--- config.mk ---
export PLATFORM = sky130hd
export DESIGN_NAME = one_wire_bus_master_unit
export DESIGN_NICKNAME = d
export VERILOG_FILES = /design/src/sv/owm_pkg.sv /design/src/sv/owm_regs.sv /design/src/sv/owm_step.sv /design/src/sv/one_wire_bus_master_unit.sv
export SDC_FILE = /design/constraint.sdc
export NUM_CORES = 1
export LEC_CHECK = 0
export BUFFER_PORTS_ARGS = -buffer_cell sky130_fd_sc_hd__buf_2
export CORE_MARGIN = 1
export CORE_UTILIZATION = 40
export DETAILED_ROUTE_END_ITERATION = 10
export PLACE_DENSITY_LB_ADDON = 0.3
export SYNTH_ARGS = -nofsm -noshare
export SYNTH_HDL_FRONTEND = slang
export SYNTH_HIERARCHICAL = 1
export SYNTH_SLANG_ARGS = --single-unit
--- constraint.sdc ---
create_clock -name clk -period 5.48 [get_ports clk]
set_clock_uncertainty 0.2 [all_clocks]
set_input_delay 0.274 -clock clk [delete_from_list [all_inputs] [get_ports clk]]
set_output_delay 0.274 -clock clk [all_outputs]
set_load 0.05 [all_outputs]
--- src/sv/owm_pkg.sv ---
// shared types, constants and codes for the one-wire bus master
`default_nettype none
package owm_pkg;

  localparam int unsigned TIME_BITS = 12;
  localparam int unsigned TMAX = (1 << TIME_BITS) - 1;
  localparam int unsigned ADDR_W = 5;
  localparam int unsigned DATA_W = 32;

  // register indexes (word address bits)
  localparam logic [2:0] REG_RESET_LOW     = 3'd0;
  localparam logic [2:0] REG_PRESENCE_WAIT = 3'd1;
  localparam logic [2:0] REG_RESET_TAIL    = 3'd2;
  localparam logic [2:0] REG_SLOT_GAP      = 3'd3;
  localparam logic [2:0] REG_SHORT_LOW     = 3'd4;
  localparam logic [2:0] REG_ONE_RELEASE   = 3'd5;
  localparam logic [2:0] REG_ZERO_LOW      = 3'd6;
  localparam logic [2:0] REG_READ_TAIL     = 3'd7;

  typedef enum logic [1:0] {
    OP_TICK  = 2'd0,
    OP_RESET = 2'd1,
    OP_WRITE = 2'd2,
    OP_READ  = 2'd3
  } op_t;

  typedef enum logic [3:0] {
    PH_IDLE   = 4'd0,
    PH_RLOW   = 4'd1,
    PH_RWAIT  = 4'd2,
    PH_RWATCH = 4'd3,
    PH_RTAIL  = 4'd4,
    PH_GAP    = 4'd5,
    PH_SLOW   = 4'd6,
    PH_REL    = 4'd7,
    PH_SAMPLE = 4'd8,
    PH_RDTAIL = 4'd9
  } phase_t;

  typedef struct packed {
    logic [11:0] reset_low_time;
    logic [11:0] presence_wait_time;
    logic [11:0] reset_tail_time;
    logic [7:0]  slot_gap_time;
    logic [7:0]  short_low_time;
    logic [7:0]  one_release_time;
    logic [7:0]  zero_low_time;
    logic [7:0]  read_tail_time;
  } cfg_t;

  typedef struct packed {
    phase_t               phase;
    logic [TIME_BITS-1:0] time_left;
    logic [2:0]           bit_index;
    logic [7:0]           shift_data;
    logic                 is_read;
    logic [7:0]           last_rx;
  } mst_state_t;

  typedef struct packed {
    logic drive_low;
    logic busy;
    logic done;
  } tick_res_t;

endpackage
`default_nettype wire

--- src/sv/owm_regs.sv ---
// apb timing register file
`default_nettype none
module owm_regs
  import owm_pkg::*;
(
  input  wire logic              clk,
  input  wire logic              rst,
  input  wire logic              psel,
  input  wire logic              penable,
  input  wire logic              pwrite,
  input  wire logic [ADDR_W-1:0] paddr,
  input  wire logic [DATA_W-1:0] pwdata,
  output logic      [DATA_W-1:0] prdata,
  output logic                   pready,
  output cfg_t                   cfg
);

  logic       wr_en;
  logic [2:0] idx;

  assign pready = 1'b1;
  assign wr_en  = psel && penable && pwrite;
  assign idx    = paddr[ADDR_W-1:2];

  always_ff @(posedge clk) begin
    if (rst) begin
      cfg.reset_low_time     <= 12'd490;
      cfg.presence_wait_time <= 12'd60;
      cfg.reset_tail_time    <= 12'd410;
      cfg.slot_gap_time      <= 8'd1;
      cfg.short_low_time     <= 8'd5;
      cfg.one_release_time   <= 8'd55;
      cfg.zero_low_time      <= 8'd60;
      cfg.read_tail_time     <= 8'd60;
    end else if (wr_en) begin
      case (idx)
        REG_RESET_LOW:     cfg.reset_low_time     <= pwdata[11:0];
        REG_PRESENCE_WAIT: cfg.presence_wait_time <= pwdata[11:0];
        REG_RESET_TAIL:    cfg.reset_tail_time    <= pwdata[11:0];
        REG_SLOT_GAP:      cfg.slot_gap_time      <= pwdata[7:0];
        REG_SHORT_LOW:     cfg.short_low_time     <= pwdata[7:0];
        REG_ONE_RELEASE:   cfg.one_release_time   <= pwdata[7:0];
        REG_ZERO_LOW:      cfg.zero_low_time      <= pwdata[7:0];
        REG_READ_TAIL:     cfg.read_tail_time     <= pwdata[7:0];
        default: ;
      endcase
    end
  end

  always_comb begin
    case (idx)
      REG_RESET_LOW:     prdata = {20'd0, cfg.reset_low_time};
      REG_PRESENCE_WAIT: prdata = {20'd0, cfg.presence_wait_time};
      REG_RESET_TAIL:    prdata = {20'd0, cfg.reset_tail_time};
      REG_SLOT_GAP:      prdata = {24'd0, cfg.slot_gap_time};
      REG_SHORT_LOW:     prdata = {24'd0, cfg.short_low_time};
      REG_ONE_RELEASE:   prdata = {24'd0, cfg.one_release_time};
      REG_ZERO_LOW:      prdata = {24'd0, cfg.zero_low_time};
      REG_READ_TAIL:     prdata = {24'd0, cfg.read_tail_time};
      default:           prdata = '0;
    endcase
  end

endmodule
`default_nettype wire

--- src/sv/owm_step.sv ---
// next-state logic for one microsecond tick of the bus master
`default_nettype none
module owm_step
  import owm_pkg::*;
(
  input  wire mst_state_t  st,
  input  wire cfg_t        cfg,
  input  wire logic [1:0]  op,
  input  wire logic [7:0]  tx_byte,
  input  wire logic        line_level,
  output mst_state_t       st_next,
  output tick_res_t        res
);

  // clamp a register value into the timer range, optional floor of one
  function automatic logic [TIME_BITS-1:0] tsat(input logic [11:0] v, input logic min1);
    logic [31:0] w;
    w = {20'd0, v};
    if (min1 && (w == 32'd0)) w = 32'd1;
    if (w > TMAX) w = TMAX;
    return w[TIME_BITS-1:0];
  endfunction

  function automatic mst_state_t go_end(input mst_state_t s);
    mst_state_t r;
    r = s;
    r.phase     = PH_IDLE;
    r.time_left = '0;
    return r;
  endfunction

  function automatic mst_state_t enter_slow(input mst_state_t s, input cfg_t c);
    mst_state_t r;
    r = s;
    r.phase = PH_SLOW;
    if (s.is_read || s.shift_data[0]) r.time_left = tsat({4'd0, c.short_low_time}, 1'b1);
    else                              r.time_left = tsat({4'd0, c.zero_low_time}, 1'b1);
    return r;
  endfunction

  function automatic mst_state_t enter_gap(input mst_state_t s, input cfg_t c);
    mst_state_t           r;
    logic [TIME_BITS-1:0] len;
    len = tsat({4'd0, c.slot_gap_time}, 1'b0);
    r = s;
    if (len != '0) begin
      r.phase     = PH_GAP;
      r.time_left = len;
    end else begin
      r = enter_slow(s, c);
    end
    return r;
  endfunction

  // end of a bit slot: shift out on a write, then next slot or finish
  function automatic mst_state_t slot_end(input mst_state_t s, input cfg_t c);
    mst_state_t r;
    r = s;
    if (!s.is_read) r.shift_data = {1'b0, s.shift_data[7:1]};
    if (s.bit_index == 3'd7) begin
      if (s.is_read) r.last_rx = r.shift_data;
      r = go_end(r);
    end else begin
      r.bit_index = s.bit_index + 3'd1;
      r = enter_gap(r, c);
    end
    return r;
  endfunction

  function automatic mst_state_t enter_rel(input mst_state_t s, input cfg_t c);
    mst_state_t           r;
    logic [TIME_BITS-1:0] len;
    len = tsat({4'd0, c.one_release_time}, 1'b0);
    r = s;
    if (len != '0) begin
      r.phase     = PH_REL;
      r.time_left = len;
    end else begin
      r = slot_end(s, c);
    end
    return r;
  endfunction

  function automatic mst_state_t enter_rdtail(input mst_state_t s, input cfg_t c);
    mst_state_t           r;
    logic [TIME_BITS-1:0] len;
    len = tsat({4'd0, c.read_tail_time}, 1'b0);
    r = s;
    if (len != '0) begin
      r.phase     = PH_RDTAIL;
      r.time_left = len;
    end else begin
      r = slot_end(s, c);
    end
    return r;
  endfunction

  function automatic mst_state_t enter_watch(input mst_state_t s);
    mst_state_t r;
    r = s;
    r.phase     = PH_RWATCH;
    r.time_left = {{(TIME_BITS-1){1'b0}}, 1'b1};
    return r;
  endfunction

  function automatic mst_state_t enter_rwait(input mst_state_t s, input cfg_t c);
    mst_state_t           r;
    logic [TIME_BITS-1:0] len;
    len = tsat(c.presence_wait_time, 1'b0);
    r = s;
    if (len != '0) begin
      r.phase     = PH_RWAIT;
      r.time_left = len;
    end else begin
      r = enter_watch(s);
    end
    return r;
  endfunction

  function automatic mst_state_t enter_rtail(input mst_state_t s, input cfg_t c);
    mst_state_t           r;
    logic [TIME_BITS-1:0] len;
    len = tsat(c.reset_tail_time, 1'b0);
    r = s;
    if (len != '0) begin
      r.phase     = PH_RTAIL;
      r.time_left = len;
    end else begin
      r = go_end(s);
    end
    return r;
  endfunction

  // move on when a timed phase runs out
  function automatic mst_state_t go_succ(input mst_state_t s, input cfg_t c);
    mst_state_t r;
    r = s;
    case (s.phase)
      PH_RLOW:  r = enter_rwait(s, c);
      PH_RWAIT: r = enter_watch(s);
      PH_GAP:   r = enter_slow(s, c);
      PH_SLOW: begin
        if (s.is_read) begin
          r.phase     = PH_SAMPLE;
          r.time_left = {{(TIME_BITS-1){1'b0}}, 1'b1};
        end else if (s.shift_data[0]) begin
          r = enter_rel(s, c);
        end else begin
          r = slot_end(s, c);
        end
      end
      PH_REL:    r = slot_end(s, c);
      PH_RDTAIL: r = slot_end(s, c);
      default:   r = go_end(s);
    endcase
    return r;
  endfunction

  mst_state_t sa;
  mst_state_t sb;

  // command start
  always_comb begin
    sa = st;
    if ((st.phase == PH_IDLE) && (op != OP_TICK)) begin
      sa.bit_index = 3'd0;
      if (op == OP_RESET) begin
        sa.is_read   = 1'b0;
        sa.phase     = PH_RLOW;
        sa.time_left = tsat(cfg.reset_low_time, 1'b1);
      end else begin
        sa.is_read    = (op == OP_READ);
        sa.shift_data = (op == OP_WRITE) ? tx_byte : 8'd0;
        sa = enter_gap(sa, cfg);
      end
    end
  end

  // tick of the active phase
  always_comb begin
    sb            = sa;
    res.busy      = 1'b0;
    res.drive_low = 1'b0;
    if (sa.phase != PH_IDLE) begin
      res.busy      = 1'b1;
      res.drive_low = (sa.phase == PH_RLOW) || (sa.phase == PH_SLOW);
      case (sa.phase)
        PH_RWATCH: begin
          if (!line_level) sb = enter_rtail(sa, cfg);
        end
        PH_SAMPLE: begin
          sb.shift_data = {line_level, sa.shift_data[7:1]};
          sb = enter_rdtail(sb, cfg);
        end
        default: begin
          if (sa.time_left != '0) sb.time_left = sa.time_left - TIME_BITS'(1);
          if (sb.time_left == '0) sb = go_succ(sb, cfg);
        end
      endcase
    end
    res.done = res.busy && (sb.phase == PH_IDLE);
  end

  assign st_next = sb;

endmodule
`default_nettype wire

--- src/sv/one_wire_bus_master_unit.sv ---
// top level of the one-wire bus master: handshake, state and result registers
`default_nettype none
// one-wire bus master, stepped by one input word per microsecond tick
//
// input channel (in_valid / in_stall): op, tx_byte and the sampled line_level;
//   op starts a reset, byte write or byte read when the master is idle and is
//   ignored while busy. every accepted word is one tick of bus time
// output channel (out_valid / out_stall): one result word per input word with
//   drive_low, busy_res, done_res and rx_byte describing that tick
// apb port: eight timing registers at byte address 4*index, zero wait states;
//   write them only while no command is running
//
// path: a word passes from the input register to the result register
// throughput: one word per cycle unless stalled; the tick update is a timer
//   decrement and a phase move done between the input and result registers
// stall: the result register holds while out_stall is high; the input register
//   still takes one more word and then in_stall rises until the result drains
// reset: synchronous; master goes idle, timers, shift register and last_rx clear,
//   timing registers return to their defaults, both pipeline registers empty
module one_wire_bus_master_unit
  import owm_pkg::*;
(
  input  wire logic              clk,
  input  wire logic              rst,
  // tick channel
  input  wire logic              in_valid,
  output logic                   in_stall,
  input  wire logic [1:0]        op,
  input  wire logic [7:0]        tx_byte,
  input  wire logic              line_level,
  // result channel
  output logic                   out_valid,
  input  wire logic              out_stall,
  output logic                   drive_low,
  output logic                   busy_res,
  output logic                   done_res,
  output logic [7:0]             rx_byte,
  // apb
  input  wire logic              psel,
  input  wire logic              penable,
  input  wire logic              pwrite,
  input  wire logic [ADDR_W-1:0] paddr,
  input  wire logic [DATA_W-1:0] pwdata,
  output logic [DATA_W-1:0]      prdata,
  output logic                   pready
);

  cfg_t       cfg;
  mst_state_t st;
  mst_state_t st_next;
  tick_res_t  res;

  // input register
  logic       in_full;
  logic [1:0] in_op;
  logic [7:0] in_tx;
  logic       in_line;

  logic accept;
  logic advance;

  // the tick moves into the result register when that is empty or draining
  assign advance  = in_full && (!out_valid || !out_stall);
  assign in_stall = in_full && !advance;
  assign accept   = in_valid && !in_stall;

  owm_regs u_regs (
    .clk     (clk),
    .rst     (rst),
    .psel    (psel),
    .penable (penable),
    .pwrite  (pwrite),
    .paddr   (paddr),
    .pwdata  (pwdata),
    .prdata  (prdata),
    .pready  (pready),
    .cfg     (cfg)
  );

  owm_step u_step (
    .st         (st),
    .cfg        (cfg),
    .op         (in_op),
    .tx_byte    (in_tx),
    .line_level (in_line),
    .st_next    (st_next),
    .res        (res)
  );

  // input register
  always_ff @(posedge clk) begin
    if (rst) begin
      in_full <= 1'b0;
    end else if (accept) begin
      in_full <= 1'b1;
    end else if (advance) begin
      in_full <= 1'b0;
    end
    if (accept) begin
      in_op   <= op;
      in_tx   <= tx_byte;
      in_line <= line_level;
    end
  end

  // master state, updated once per tick as it passes through
  always_ff @(posedge clk) begin
    if (rst) begin
      st.phase      <= PH_IDLE;
      st.time_left  <= '0;
      st.bit_index  <= 3'd0;
      st.shift_data <= 8'd0;
      st.is_read    <= 1'b0;
      st.last_rx    <= 8'd0;
    end else if (advance) begin
      st <= st_next;
    end
  end

  // result register
  always_ff @(posedge clk) begin
    if (rst) begin
      out_valid <= 1'b0;
    end else if (advance) begin
      out_valid <= 1'b1;
    end else if (!out_stall) begin
      out_valid <= 1'b0;
    end
    if (advance) begin
      drive_low <= res.drive_low;
      busy_res  <= res.busy;
      done_res  <= res.done;
      rx_byte   <= st_next.last_rx;
    end
  end

endmodule
`default_nettype wire
-- After elaboration in Yosys (flattened, before gate mapping)
Cells that the tools add are included.
- bits in registers: 136
- output and inout port bits: 46
- logic and storage cells: 296
- $add $sub $neg: 2
- $lt $le $gt $ge: 15
- equality and inequality tests: 20
- multiplexer cells: 191
- reduce and logical (&&, ||, !) cells: 45
- operator list (operator ; count):
    $mux 32 ; 98
    $gt 32x12->1 const B ; 15
    $mux 12 ; 26
    $mux 8 ; 33
    $pmux 32 s8 ; 1
    $mux 36 ; 7
    $pmux 36 s6 ; 1
    $mux 35 ; 3
    $mux 14 ; 6
    $pmux 36 s2 ; 1
    $mux 20 ; 3
    $mux 16 ; 3
    $reduce_bool 12->1 ; 3
    $mux 15 ; 2
    $logic_not 12->1 ; 2
    $reduce_bool 8->1 ; 3
    $logic_not 8->1 ; 2
    $reduce_and 2->1 ; 8
    $eq 3x3->1 const B ; 5
    $mux 13 ; 1
    $eq 4x3->1 const B ; 3
    $sub 12x1->12 const B ; 1
    $logic_or 1x1->1 ; 9
    $eq 4x2->1 const B ; 2
    other kinds (16) ; 35

-- Logic depth before layout (Yosys ltp)
- depth after elaboration: 46
- mapped depth: 20

-- Modules after synthesis
Netlist, hierarchy kept.
- modules (own cells, without submodules) (module ; instances ; cells each ; area each (sq um)):
    owm_regs ; 1 ; 469 ; 3756.1
    owm_step ; 1 ; 573 ; 3505.9
    one_wire_bus_master_unit ; 1 ; 188 ; 2376.0

-- Least setup slack after synthesis
Ideal clock, no wire load.
- kind: reg-to-reg
- from: register u_regs/cfg[34] (netlist name)
- to: register rx_byte[0] (data pin)
- arrival time: 4563 ps
- data required time: 5014 ps
- path slack: 451 ps
- stages on the path, launching flop included: 18
- buffers on the path: 3
- period minus slack after synthesis: 5029 ps
- cells stage by stage: dfxtp_1 -> nor4_2 -> and2_1 -> buf_4 -> a311oi_1 -> a221oi_4 -> ha_1 -> inv_1 -> or3_1 -> o22ai_1 -> clkbuf_1 -> nand4b_1 -> mux2i_1 -> or4b_4 -> nor4_4 -> nor2b_1 -> buf_2 -> a221o_1
- RTL lines (element ; RTL line ; text):
    to (signal assigned) ; one_wire_bus_master_unit.sv:133 ; rx_byte <= st_next.last_rx;
    to (decl) ; one_wire_bus_master_unit.sv:37 ; output logic [7:0] rx_byte,

==> impl_results.html <==
<table>
<tr><th>Metric</th><th>Value</th></tr>
<tr><th colspan="2">Global routing</th></tr>
<tr><td>Antenna violations before repair</td><td>0</td></tr>
<tr><td>Via count of the first global-routing pass</td><td>8,970</td></tr>
<tr><td>Overall global routing resource usage</td><td>27.81%</td></tr>
<tr><td>Wire length of the first global-routing pass</td><td>51,520 um</td></tr>
<tr><td>Largest net degree at the start of global routing</td><td>77</td></tr>
<tr><td>Global route total overflow</td><td>0</td></tr>
<tr><th colspan="2">Critical path</th></tr>
<tr><td>Most frequent cell on the critical path</td><td>sky130_fd_sc_hd__buf_4</td></tr>
<tr><td>Worst reg2reg endpoint</td><td>done_res</td></tr>
<tr><td>Arrival @ worst endpoint</td><td>5.23 ns</td></tr>
<tr><td>Count of cells along the worst register-to-register path</td><td>16</td></tr>
<tr><td>Kind of start point of the critical path</td><td>register</td></tr>
<tr><td>Highest-delay cell along the critical path</td><td>sky130_fd_sc_hd__or4_1</td></tr>
<tr><td>Crit Path Max Fanout</td><td>12</td></tr>
<tr><td>Launch instance of the worst register-to-register path</td><td>u_regs/cfg[34]</td></tr>
<tr><td>Worst Path Required</td><td>5.52 ns</td></tr>
<tr><td>Critical path endpoint category</td><td>register</td></tr>
<tr><td>Cell Chain, Critical Path</td><td>nor4_2 -&gt; and2_1 -&gt; a311oi_1 -&gt; a221oi_4 -&gt; ha_1 -&gt; inv_1 -&gt; or3_1 -&gt; o22ai_1 -&gt; buf_4 -&gt; nand4_1 -&gt; a221o_1 -&gt; or4_1 -&gt; nor2_4 -&gt; buf_4 -&gt; mux2i_1 -&gt; nor4bb_1</td></tr>
<tr><td>Register-to-register setup slack</td><td>0.29 ns</td></tr>
<tr><td>Critical path class</td><td>register to register</td></tr>
<tr><td>Critical path's largest stage delay</td><td>0.68 ns</td></tr>
<tr><th colspan="2">Power</th></tr>
<tr><td>Power Total</td><td>2.903 mW</td></tr>
<tr><td>Clk pwr share</td><td>40.2%</td></tr>
<tr><td>Switching fraction of total power</td><td>34.25%</td></tr>
<tr><td>Switching power of the nets</td><td>994.3 uW</td></tr>
<tr><td>Maximum vdd drop</td><td>0.1599 mV</td></tr>
<tr><td>Leakage power</td><td>4.044 nW</td></tr>
<tr><td>Power per cell area</td><td>265.5 nW/um^2</td></tr>
<tr><td>Fraction of power consumed by combinational cells</td><td>23.3%</td></tr>
<tr><td>Internal power contribution</td><td>1.909 mW</td></tr>
<tr><td>Share of power burned in registers</td><td>36.5%</td></tr>
<tr><th colspan="2">Timing</th></tr>
<tr><td>Portion of the clock cycle consumed by the worst path in the final layout</td><td>94.80%</td></tr>
<tr><td>Relative slew margins</td><td>19.78%</td></tr>
<tr><td>Count of endpoints failing setup in the final report</td><td>0</td></tr>
<tr><td>Max Fclk</td><td>192.5 MHz</td></tr>
<tr><td>Fin. Hold Viols</td><td>0</td></tr>
<tr><td>PnR worst setup slack</td><td>0.2850 ns</td></tr>
<tr><td>Unrepaired setup endpoints after global routing</td><td>no</td></tr>
<tr><td>Slew at the pin with the worst max-slew slack</td><td>1.196 ns</td></tr>
<tr><td>Setup TNS</td><td>0 ns</td></tr>
<tr><td>Final count of pins violating max slew</td><td>0</td></tr>
<tr><td>Minimum period implied by the final worst setup slack</td><td>5.195 ns</td></tr>
<tr><td>Final hold slack</td><td>0.003071 ns</td></tr>
<tr><th colspan="2">Finish</th></tr>
<tr><td>Proportion of layout cells with a drive suffix above 1</td><td>14.83%</td></tr>
<tr><td>Final cell count without fillers</td><td>1,620</td></tr>
<tr><td>Layout Cell Area excl Fill</td><td>10,940 sq um</td></tr>
<tr><td>Filler cell count in the final layout</td><td>2,393</td></tr>
<tr><td>Final-stage net count</td><td>1,345</td></tr>
<tr><td>Diode count</td><td>0</td></tr>
<tr><td>Layout overhead on the synthesized area</td><td>13.47%</td></tr>
<tr><td>Utilization of the core after routing</td><td>46.46%</td></tr>
<tr><th colspan="2">Clock tree</th></tr>
<tr><td>CTS clock-pin slew for the worst setup and hold paths</td><td>0.07 ns</td></tr>
<tr><td>H-Tree Level Count</td><td>4</td></tr>
<tr><td>Maximum number of buffers from clock root to sink</td><td>2</td></tr>
<tr><td>Cts bufs inserted</td><td>17</td></tr>
<tr><td>Master cell of the clock root buffer</td><td>sky130_fd_sc_hd__clkbuf_16</td></tr>
<tr><td>CTS tree</td><td>built</td></tr>
<tr><td>Clock latency of the later-clocked register in the worst-skew pair</td><td>0.44 ns</td></tr>
<tr><td>Total clock sinks</td><td>136</td></tr>
<tr><th colspan="2">Floorplan</th></tr>
<tr><td>Initial core utilization</td><td>40.94%</td></tr>
<tr><td>Die width</td><td>157.2 um</td></tr>
<tr><td>Y dimension of the die</td><td>157.2 um</td></tr>
<tr><td>Die outline area</td><td>24,720 sq um</td></tr>
<tr><td>Number of placement rows</td><td>56</td></tr>
<tr><td>Std-Cell Core Area</td><td>23,540 sq um</td></tr>
<tr><td>IO Count</td><td>101</td></tr>
<tr><th colspan="2">Hold path</th></tr>
<tr><td>Worst Hold Depth</td><td>3</td></tr>
<tr><td>Hold crit path type</td><td>primary input to register</td></tr>
<tr><td>Sink of the worst hold path</td><td>u_regs/cfg[35]</td></tr>
<tr><td>Worst Min Path Start</td><td>pwdata[3]</td></tr>
<tr><th colspan="2">Drt</th></tr>
<tr><td>Pre-Repair DR Iteration Count</td><td>7</td></tr>
<tr><td>Total vias in the final route</td><td>9,683</td></tr>
<tr><td>Routed length per placed instance</td><td>20.92 um</td></tr>
<tr><td>Count of unresolved DRC violations after routing</td><td>0</td></tr>
<tr><td>Overall routed net length</td><td>33,880 um</td></tr>
<tr><td>First-iteration detailed-routing DRC count</td><td>1,141</td></tr>
<tr><td>Post-DR vias/cell</td><td>5.977</td></tr>
<tr><td>Post-DRT Antenna Nets</td><td>0</td></tr>
<tr><th colspan="2">Synth</th></tr>
<tr><td>Proportion of register bits with asynchronous set or reset after synthesis</td><td>0%</td></tr>
<tr><td>Number of warning messages in the yosys log</td><td>6</td></tr>
<tr><td>Number of synthesized register bits</td><td>136</td></tr>
<tr><td>Synthesized area per cell</td><td>7.836 sq um</td></tr>
<tr><td>Proportion of netlist area held by the largest area contributor</td><td>23.68%</td></tr>
<tr><td>Number of enable flip-flop cells after synthesis</td><td>22</td></tr>
<tr><td>Largest area contributor in the synthesized netlist</td><td>sky130_fd_sc_hd__dfxtp_1</td></tr>
<tr><td>Primary FF master, synth</td><td>sky130_fd_sc_hd__dfxtp_1</td></tr>
<tr><td>Mapped cell area</td><td>9638 sq um</td></tr>
<tr><td>Portion of the post-synthesis area used by sequential elements</td><td>30.53%</td></tr>
<tr><td>Post-Syn Instances</td><td>1,230</td></tr>
<tr><td>Leading cell types by total area after synthesis</td><td>sky130_fd_sc_hd__dfxtp_1 (24%), sky130_fd_sc_hd__nand2_1 (7.9%), sky130_fd_sc_hd__mux2i_1 (7.0%)</td></tr>
<tr><td>Number of distinct library cell variants in the gate-level netlist after synthesis</td><td>92</td></tr>
<tr><th colspan="2">Status</th></tr>
<tr><td>Outcome</td><td>completed</td></tr>
<tr><th colspan="2">Place</th></tr>
<tr><td>Cell area after placement</td><td>10,140 sq um</td></tr>
<tr><td>Total of buffers placed on input and output ports</td><td>57</td></tr>
<tr><td>Setup Slack @ Placement</td><td>0.4042 ns</td></tr>
<tr><td>Global placement routability congestion</td><td>0.9567</td></tr>
<tr><td>Cell count after placement</td><td>1,567</td></tr>
<tr><td>HPWL after DPL</td><td>23,810 um</td></tr>
<tr><th colspan="2">Flow run</th></tr>
<tr><td>Max-capacitance violation count</td><td>0</td></tr>
</table>
==> cell usage in the layout, fill, tap and decap left out, drive strengths merged, types with 13 or more instances in the layout <==
master,n
nand3,26
mux2,16
edfxtp,22
nor3,27
mux2i,67
clkbuf,19
nand2b,81
dlygate4sd3,21
nor4,20
nand3b,27
o21ai,85
conb,21
a221o,13
buf,109
a21oi,96
a221oi,20
dfxtp,114
o22ai,15
nand2,205
inv,31
nor2,98
==> critical path: cells and delay by family (launching register included) <==
kind	cells	cell delay [ns]
AND/OR/NAND/NOR	7	2.50
adder cells (fa/ha/maj)	1	0.22
multiplexers	1	0.26
buffers and inverters	3	0.45
flip-flops	1	0.32
AO/OA/AOI/OAI	4	1.04
==> cells by family after synthesis <==
family | Yosys count | share of synthesized area (%)
compound gates | 343 | 24.09
xor+xnor | 2 | 0.1818
fa+ha+maj | 2 | 0.2596
buf+inv | 133 | 7.789
flops | 136 | 30.53
mux | 83 | 8.867
other cells | 2 | 0.07792
simple gates | 529 | 28.20
==> cell usage after synthesis, types with 18 or more instances <==
master	count
sky130_fd_sc_hd__inv_1	23
sky130_fd_sc_hd__nand3b_1	27
sky130_fd_sc_hd__o21ai_0	82
sky130_fd_sc_hd__clkbuf_1	46
sky130_fd_sc_hd__nand2b_1	81
sky130_fd_sc_hd__buf_2	18
sky130_fd_sc_hd__nand3_1	25
sky130_fd_sc_hd__dfxtp_1	114
sky130_fd_sc_hd__nor3_1	24
sky130_fd_sc_hd__a21oi_1	95
sky130_fd_sc_hd__nand2_1	202
sky130_fd_sc_hd__edfxtp_1	22
sky130_fd_sc_hd__nor2_1	88
sky130_fd_sc_hd__buf_4	34
sky130_fd_sc_hd__mux2i_1	67
==> worst max path at each step <==
| stage | slack [ns] | start | cells past startpoint | endpoint |
|---|---|---|---|---|
| 6_report | 0.29 | u_regs/cfg[34] | 16 | done_res |
| 5_1_grt | 0.07 | u_regs/cfg[34] | 16 | st[24] |
| 4_1_cts | 0.37 | u_regs/cfg[39] | 16 | done_res |
| 3_5_place_dp | 0.40 | u_regs/cfg[39] | 16 | done_res |
| 3_3_place_gp | 0.45 | u_regs/cfg[34] | 16 | done_res |
| 2_1_floorplan | 0.45 | u_regs/cfg[34] | 17 | rx_byte[0] |
==> sequential cells by signal, indices dropped and copies added, names as in the netlist <==
register    cells
st             36
drive_low       1
done_res        1
rx_byte         8
in_tx           8
u_regs/cfg     76
in_op           2
out_valid       1
busy_res        1
in_full         1
in_line         1
==> power groups by stage <==
stage | Combinational [mW] | Clock (mW) | Sequential [mW]
floorplan | 0.494 | 0 | 1.09
global placement | 0.648 | 0 | 1.08
detailed placement | 0.651 | 0 | 1.08
CTS | 0.665 | 1.18 | 1.06
global route | 0.723 | 1.22 | 1.06
finish | 0.677 | 1.17 | 1.06
==> area by class of cell <==
class / instances / area (sq um) / share of cell area [%]
Multi-Input combinational cell: 980 / 6030 / 55.13
Sequential cell: 136 / 2943 / 26.91
Timing Repair Buffer: 130 / 888.4 / 8.123
Clock buffer: 19 / 464.2 / 4.244
Tap cell: 319 / 399.1 / 3.649
Clock inverter: 13 / 126.4 / 1.155
Inverter: 23 / 86.33 / 0.7894
==> per-layer routing <==
| layer | global-route usage, % | vias to the layer above | wire length, um |
|---|---|---|---|
| met3 | 6.278 | 73 | 3021 |
| li1 | - | 4557 | - |
| met1 | 35.48 | 4568 | 14070 |
| met4 | 13.27 | 0 | 1330 |
| met2 | 44.21 | 485 | 15460 |
| met5 | 0 | - | 0 |
==> repair_timing <==
item	4_1_cts	5_1_grt
endpoints found under the hold margin	43	0
resized for setup	0	0
hold buffers	21	0
buffers inserted	0	0
No activity file was read; power rests on OpenSTA's default activity.
